[config.mk]
export PLATFORM = sky130hd
export DESIGN_NAME = srma_delay_line
export DESIGN_NICKNAME = d
export VERILOG_FILES = /design/src/hw/rtl/srma_pkg.sv /design/src/hw/rtl/srma_tap_cell.sv /design/src/hw/rtl/srma_delay_line.sv
export SDC_FILE = /design/constraint.sdc
export NUM_CORES = 1
export LEC_CHECK = 0
export BUFFER_PORTS_ARGS = -buffer_cell sky130_fd_sc_hd__buf_4
export CAP_MARGIN = 10
export CELL_PAD_IN_SITES_DETAIL_PLACEMENT = 1
export CELL_PAD_IN_SITES_GLOBAL_PLACEMENT = 2
export CORE_MARGIN = 8
export CORE_UTILIZATION = 42
export CTS_BUF_LIST = sky130_fd_sc_hd__clkbuf_4
export DETAILED_ROUTE_END_ITERATION = 10
export GPL_ROUTABILITY_DRIVEN = 0
export PLACE_DENSITY = 0.87
export RECOVER_POWER = 25
export SYNTH_ARGS = -nofsm -noshare
export SYNTH_HDL_FRONTEND = slang
export SYNTH_SLANG_ARGS = --single-unit
[constraint.sdc]
create_clock -name clk -period 3.89 [get_ports clk]
set_input_delay 0.5835 -clock clk [delete_from_list [all_inputs] [get_ports clk]]
set_output_delay 0.5835 -clock clk [all_outputs]
set_load 0.05 [all_outputs]
[src/hw/rtl/srma_pkg.sv]
`timescale 1ns / 1ps
// ----------------------------------------------------------------------------
// srma_pkg
// Shared types, field widths and codes for the shift register
// multiplicity analyzer.
// ----------------------------------------------------------------------------
package srma_pkg;

    // item field widths
    localparam int REQ_W       = 2;
    localparam int BIN_IDX_W   = 9;
    localparam int OCC_OUT_W   = 9;
    localparam int BIN_COUNT_W = 32;

    // configuration register widths
    localparam int GATE_LEN_W   = 9;
    localparam int PREDELAY_W   = 7;
    localparam int LONG_DELAY_W = 13;

    // configuration port
    localparam int APB_ADDR_W = 4;
    localparam int APB_DATA_W = 32;

    localparam logic [1:0] CFG_IDX_GATE_LENGTH = 2'd0;
    localparam logic [1:0] CFG_IDX_PREDELAY    = 2'd1;
    localparam logic [1:0] CFG_IDX_LONG_DELAY  = 2'd2;

    // request codes
    localparam logic [REQ_W-1:0] REQ_TICK    = 2'd0;
    localparam logic [REQ_W-1:0] REQ_READ_RA = 2'd1;
    localparam logic [REQ_W-1:0] REQ_READ_A  = 2'd2;
    localparam logic [REQ_W-1:0] REQ_UNUSED  = 2'd3;

    // control group for a line of shift cells
    typedef struct packed {
        logic shift;
        logic clear;
    } line_ctrl_t;

endpackage

[src/hw/rtl/srma_tap_cell.sv]
`timescale 1ns / 1ps
// ----------------------------------------------------------------------------
// srma_tap_cell
// One bit of a shift line; reports its bit when it sits at the tap.
// ----------------------------------------------------------------------------
module srma_tap_cell import srma_pkg::*; #(
    parameter int INDEX = 0,
    parameter int LEN_W = 9
) (
    input  logic             clk,
    input  logic             rst_n,
    input  line_ctrl_t       ctrl,
    input  logic             din,
    input  logic [LEN_W-1:0] tap_len,
    output logic             dout,
    output logic             tap_hit
);

    logic bit_reg;
    logic bit_next;

    always_comb
    begin
        bit_next = bit_reg;
        if (ctrl.clear)
        begin
            bit_next = 1'b0;
        end
        else if (ctrl.shift)
        begin
            bit_next = din;
        end
    end

    always_ff @(posedge clk or negedge rst_n)
    begin
        if (!rst_n)
        begin
            bit_reg <= 1'b0;
        end
        else
        begin
            bit_reg <= bit_next;
        end
    end

    assign dout    = bit_reg;
    // cell INDEX holds the bit shifted in INDEX+1 ticks ago
    assign tap_hit = bit_reg && (tap_len == LEN_W'(INDEX + 1));

endmodule

[src/hw/rtl/srma_delay_line.sv]
`timescale 1ns / 1ps
// ----------------------------------------------------------------------------
// srma_delay_line
// Row of shift cells with a movable tap, read before each shift.
// ----------------------------------------------------------------------------
module srma_delay_line import srma_pkg::*; #(
    parameter int DEPTH = 64
) (
    input  logic                       clk,
    input  logic                       rst_n,
    input  line_ctrl_t                 ctrl,
    input  logic                       din,
    input  logic [$clog2(DEPTH+1)-1:0] tap_len,
    output logic                       tap_bit
);

    localparam int LEN_W = $clog2(DEPTH + 1);

    logic [DEPTH-1:0] cell_out;
    logic [DEPTH-1:0] cell_hit;

    for (genvar k = 0; k < DEPTH; k++)
    begin : g_cell
        logic cell_in;
        if (k == 0)
        begin : g_head
            assign cell_in = din;
        end
        else
        begin : g_body
            assign cell_in = cell_out[k-1];
        end

        srma_tap_cell #(
            .INDEX (k),
            .LEN_W (LEN_W)
        ) u_cell (
            .clk     (clk),
            .rst_n   (rst_n),
            .ctrl    (ctrl),
            .din     (cell_in),
            .tap_len (tap_len),
            .dout    (cell_out[k]),
            .tap_hit (cell_hit[k])
        );
    end

    assign tap_bit = |cell_hit;

endmodule
Yosys cells after proc, flatten, opt, wreduce, memory -nomap -nowiden:

Index checks and enable logic that the tools add are counted.

* eq/ne operators: 64
* mux-type cells: 128
* reduce and logical (&&, ||, !) cells: 66

Operator list (number)
* $eq 7x6->1 const B: 32
* $mux 1: 128
* $eq 7x5->1 const B: 16
* $logic_and 1x1->1: 64
* $reduce_or 64->1: 1
* $eq 7x4->1 const B: 8
* $eq 7x3->1 const B: 4
* $eq 7x2->1 const B: 2
* $eq 7x1->1 const B: 1
* $eq 7x7->1 const B: 1
* $reduce_bool 2->1: 1

* bits in registers: 64
* input bits: 12
* output and inout port bits: 1
* logic and storage cells: 322

Logic depth before layout (Yosys ltp):

* word-level depth: 3
* depth in mapped cells: 7
* mapped depth without buffers: 6

Cells and area by module:

A second synthesis with hierarchy kept.

* cell total of the unflattened synthesis: 405
* area, all modules: 4185.3 sq um

Modules (own cells, without submodules)
* srma_tap_cell at g_cell[16].u_cell ...: instances 25, cells each 6, area an instance 62.6 sq um, sequential area each 25.0 sq um
* srma_tap_cell at g_cell[10].u_cell ...: instances 12, cells each 6, area an instance 66.3 sq um, sequential area each 25.0 sq um
* srma_tap_cell at g_cell[20].u_cell ...: instances 10, cells each 6, area an instance 65.1 sq um, sequential area each 25.0 sq um
* srma_tap_cell at g_cell[0].u_cell ...: instances 6, cells each 6, area an instance 61.3 sq um, sequential area each 25.0 sq um
* srma_tap_cell at g_cell[30].u_cell ...: instances 6, cells each 6, area an instance 60.1 sq um, sequential area each 25.0 sq um
* srma_tap_cell at g_cell[14].u_cell ...: instances 3, cells each 6, area an instance 63.8 sq um, sequential area each 25.0 sq um
* srma_delay_line: instances 1, cells each 21, area an instance 138.9 sq um, sequential area each 0.0 sq um
* srma_tap_cell at g_cell[11].u_cell: instances 1, cells each 6, area an instance 58.8 sq um, sequential area each 25.0 sq um
* srma_tap_cell at g_cell[62].u_cell: instances 1, cells each 6, area an instance 57.6 sq um, sequential area each 25.0 sq um

Least setup slack after synthesis:

Ideal clock, no wire load.

* kind: input port to output port
* from: input tap_len[2]
* to: output tap_bit
* arrival time: 2.159 ns
* required time: 3.306 ns
* slack: 1.147 ns
* stages: 7
* buffers on the path: 1
* cell sequence: buf_6 -> nor3b_1 -> o2bb2ai_2 -> nor4_1 -> or3_1 -> o2111ai_1 -> a31o_1

* word-level cells in the longest chain between the ends: 3
* elaborated cells between the ends (all ways): 129
* those cells by class: eq/ne (64); reduce/logical (65)

RTL lines
* start: declaration: RTL line srma_delay_line.sv:13 `input logic [$clog2(DEPTH+1)-1:0] tap_len,`
* $eq 7x1->1 (tied with other cells): RTL line srma_tap_cell.sv:49 `assign tap_hit = bit_reg && (tap_len == LEN_W'(INDEX + 1));`
* $logic_and 1x1->1: RTL line srma_tap_cell.sv:49
* $reduce_or 64->1 *: RTL line srma_delay_line.sv:48 `assign tap_bit = |cell_hit;`
* end: declaration: RTL line srma_delay_line.sv:14 `output logic tap_bit`

Mark *: on every way between the ends. The rest lies on a longest branch, timed or not.

Worst setup path in the final report:

Same ends and word-level chain as after synthesis.

==> results.yml <==
status:
  status: "finished, violations left"
  violations: "capacitance limit, slew limit"
placement:
  dp_hpwl_um: 5000
  io_buffers: 12
  placed_area_mm2: 0.00334
  place_ws_ps: 950
sta:
  finalCriticalPeriod_ps: 2960
  setup_viol: 0
  skew_ps: 13.9
  slew_headroom: -0.0419
  fin_tns_setup_ps: 0
  hold_viol_final: 0
  layout_setup_ws_ps: 929
  fmax_ghz: 0.338
  worst_slew_pin_slew_ps: 1560
  finalCritPeriodShare: 0.761
  rsz0062_at_grt: "no"
  slew_violations: 65
logic_synthesis:
  synth_top_family_by_area: "multiplexers"
  synth.most_common_cell: "mux2i_1"
  muxShareOfSynthArea: 0.238
  synth_warnings: 0
  synth_edf_count: 0
  synthAdderAreaFrac: 0
  synth-seq-cells: 64
  netlist_area_mm2: 0.00321
  synth_top_area_share: 0.499
  syn_inst: 302
  synth_cell_types: 36
  yosysSeqAreaShare: 0.499
  async_flop_share: 1.00
  ys.flop_type: "dfrtp_1"
  yosys.area.top_type: "dfrtp_1"
  synth_area_leaders: "dfrtp_1 50%, mux2i_1 23%, nor2_1 8.2%, nor2b_1 1.8%, a22oi_1 1.6%"
  synthSimpleGateAreaFrac: 0.139
  synth_common_cells: "74 x mux2i_1, 70 x nor2_1, 64 x dfrtp_1, 10 x clkbuf_1, 9 x nor2b_1"
  synth_area_per_cell_um2: 10.6
  synthXorXnorAreaFrac: 0
  syn_nets: 314
  synth_compound_area_frac: 0.0954
floorplanning:
  rows: 32
  die-area_mm2: 0.0107
  io_pins: 13
  core_mm2: 0.00757
  die_w_um: 103
  start_util: 0.424
  dieHeight_um: 103
drt:
  wl_um: 7450
  dr.pass1.iters: 4
  route.detailed.drc: 0
  via_per_inst: 5.66
  vias: 2322
  drtIter0Drc: 128
  antenna_left: 0
  wl_per_cell_um: 18.2
global_route:
  grt.overflow.total: 0
  grt_pass1_wl_um: 12700
  grt_max_degree: 65
  antenna_found_initial: 0
  grt.total_usage: 0.157
  grt_pass1_vias: 2466
power:
  seqPwrFrac: 0.556
  finalPower_mw: 1.20
  powerDensity_mw_per_mm2: 347
  leakage_nw: 1.65
  power.switching_mw: 0.305
  p_sw_frac: 0.254
  internal-power_mw: 0.895
  peakVddDrop_v: 0.000119
  p_comb_frac: 0.090
  pwr-share-clk: 0.355
worst_setup_path:
  worst_setup_path_end_kind: "output pin"
  crit_buf_inv: 2
  r2r_cells: 2
  start_kind: "input port"
  crit_chain: "buf_4 > nor2b_1 > nor2b_1 > a32o_1 > a21oi_1 > o21bai_1 > a31o_1 > buf_4"
  slowest_delay_ps: 450
  cp_top_family: "simple AND/OR/NAND/NOR gates"
  r2r-end: "g_cell[8].u_cell.dout$_DFFE_PN0P_"
  criticalPathCategory: "in2out"
  critPathLaunch: "tap_len[2]"
  critPathRequiredTime_ps: 3310
  rrSetupSlack_ps: 3080
  r2r_start: "g_cell[7].u_cell.dout$_DFFE_PN0P_"
  cp_slowest_cell: "nor2b_1"
  crit_path_max_fanout: 18
  arrival_ps: 2380
clock_tree:
  htree_levels: 3
  cts_buffer_depth: 2
  cts_resized: 0
  cts_made_buffers: 9
  cts_setup_buffers: 0
  clock_sinks: 64
  clock_latency_ps: 410
  cts_root_buffer: "clkbuf_4"
  clk_pin_slew_ps: 100
  cts_hold_buf: 0
  cts_tree: "built"
cells_and_area:
  area_growth_pct: 7.75
  n_antenna_cell: 0
  largest_register_ffs: 64
  finalInstanceArea_mm2: 0.00346
  nNetsFinal: 316
  drive_above_1_share: 0.0877
hold_path:
  hold_path_class: "in2reg"
  min_to: "g_cell[0].u_cell.dout$_DFFE_PN0P_"
  hp-start: "din"
  holdPathStages: 3
flow_run:
  maxCapViolCount: 1
-- cell families after synthesis --
| kind of cell | after synthesis |
|---|---|
| buf+inv | 22 |
| mux | 75 |
| compound gates | 40 |
| simple gates | 101 |
| flops | 64 |
-- metal layers --
metal,wire (µm),global-route usage
met2,3510,0.245
met3,264,0.0335
met4,178,0.0801
met5,0,0
met1,3500,0.200
-- metrics by stage --
| stage | utilization | cells | hold slack (ps) |
|---|---|---|---|
| 6_report | 0.457 | 410 | 421 |
| 3_5_place_dp | 0.441 | 395 | 541 |
| 2_1_floorplan | - | 302 | 288 |
| 5_1_grt | 0.457 | 410 | 424 |
| 3_3_place_gp | 0.441 | 395 | 508 |
| 4_1_cts | 0.458 | 410 | 264 |
-- how the worst max path moves through the flow --
stage / to / cells past startpoint
4_1_cts: tap_bit / 8
6_report: tap_bit / 8
3_5_place_dp: tap_bit / 8
2_1_floorplan: tap_bit / 7
3_3_place_gp: tap_bit / 8
5_1_grt: tap_bit / 8
-- cell usage in the layout, fill, tap and decap left out, types with 3 or more instances in the layout --
cell,instances
a32oi_1,3
o2111ai_1,4
nand3_1,6
nand3b_1,3
buf_4,11
nand2_1,4
a21oi_1,6
o221ai_1,3
clkinv_1,3
clkbuf_4,10
nor2b_1,9
a22oi_1,7
mux2i_1,74
dfrtp_1,64
nor2_1,70
o22ai_1,3
-- layout make-up --
type | instances | area (µm²)
fillers | 836 | 4110
clock inverters | 5 | 48.8
well taps | 102 | 128
clock buffers | 10 | 75.1
repair buffers | 12 | 87.6
flip-flops and latches | 64 | 1600
multi-input cells | 216 | 1520
inverters | 1 | 3.75
-- tightest hold or removal path: stages --
cell and delay, ps:
buf_4 80, mux2i_1 50, nor2_1 80
-- power by group through the flow --
stage	logic [mW]	clock network (mW)	registers [mW]
finish	0.107	0.426	0.667
global route	0.117	0.461	0.668
CTS	0.109	0.440	0.667
detailed placement	0.109	0	0.680
global placement	0.108	0	0.680
floorplan	0.0718	0	0.680
No activity file was read; power rests on OpenSTA's default activity.
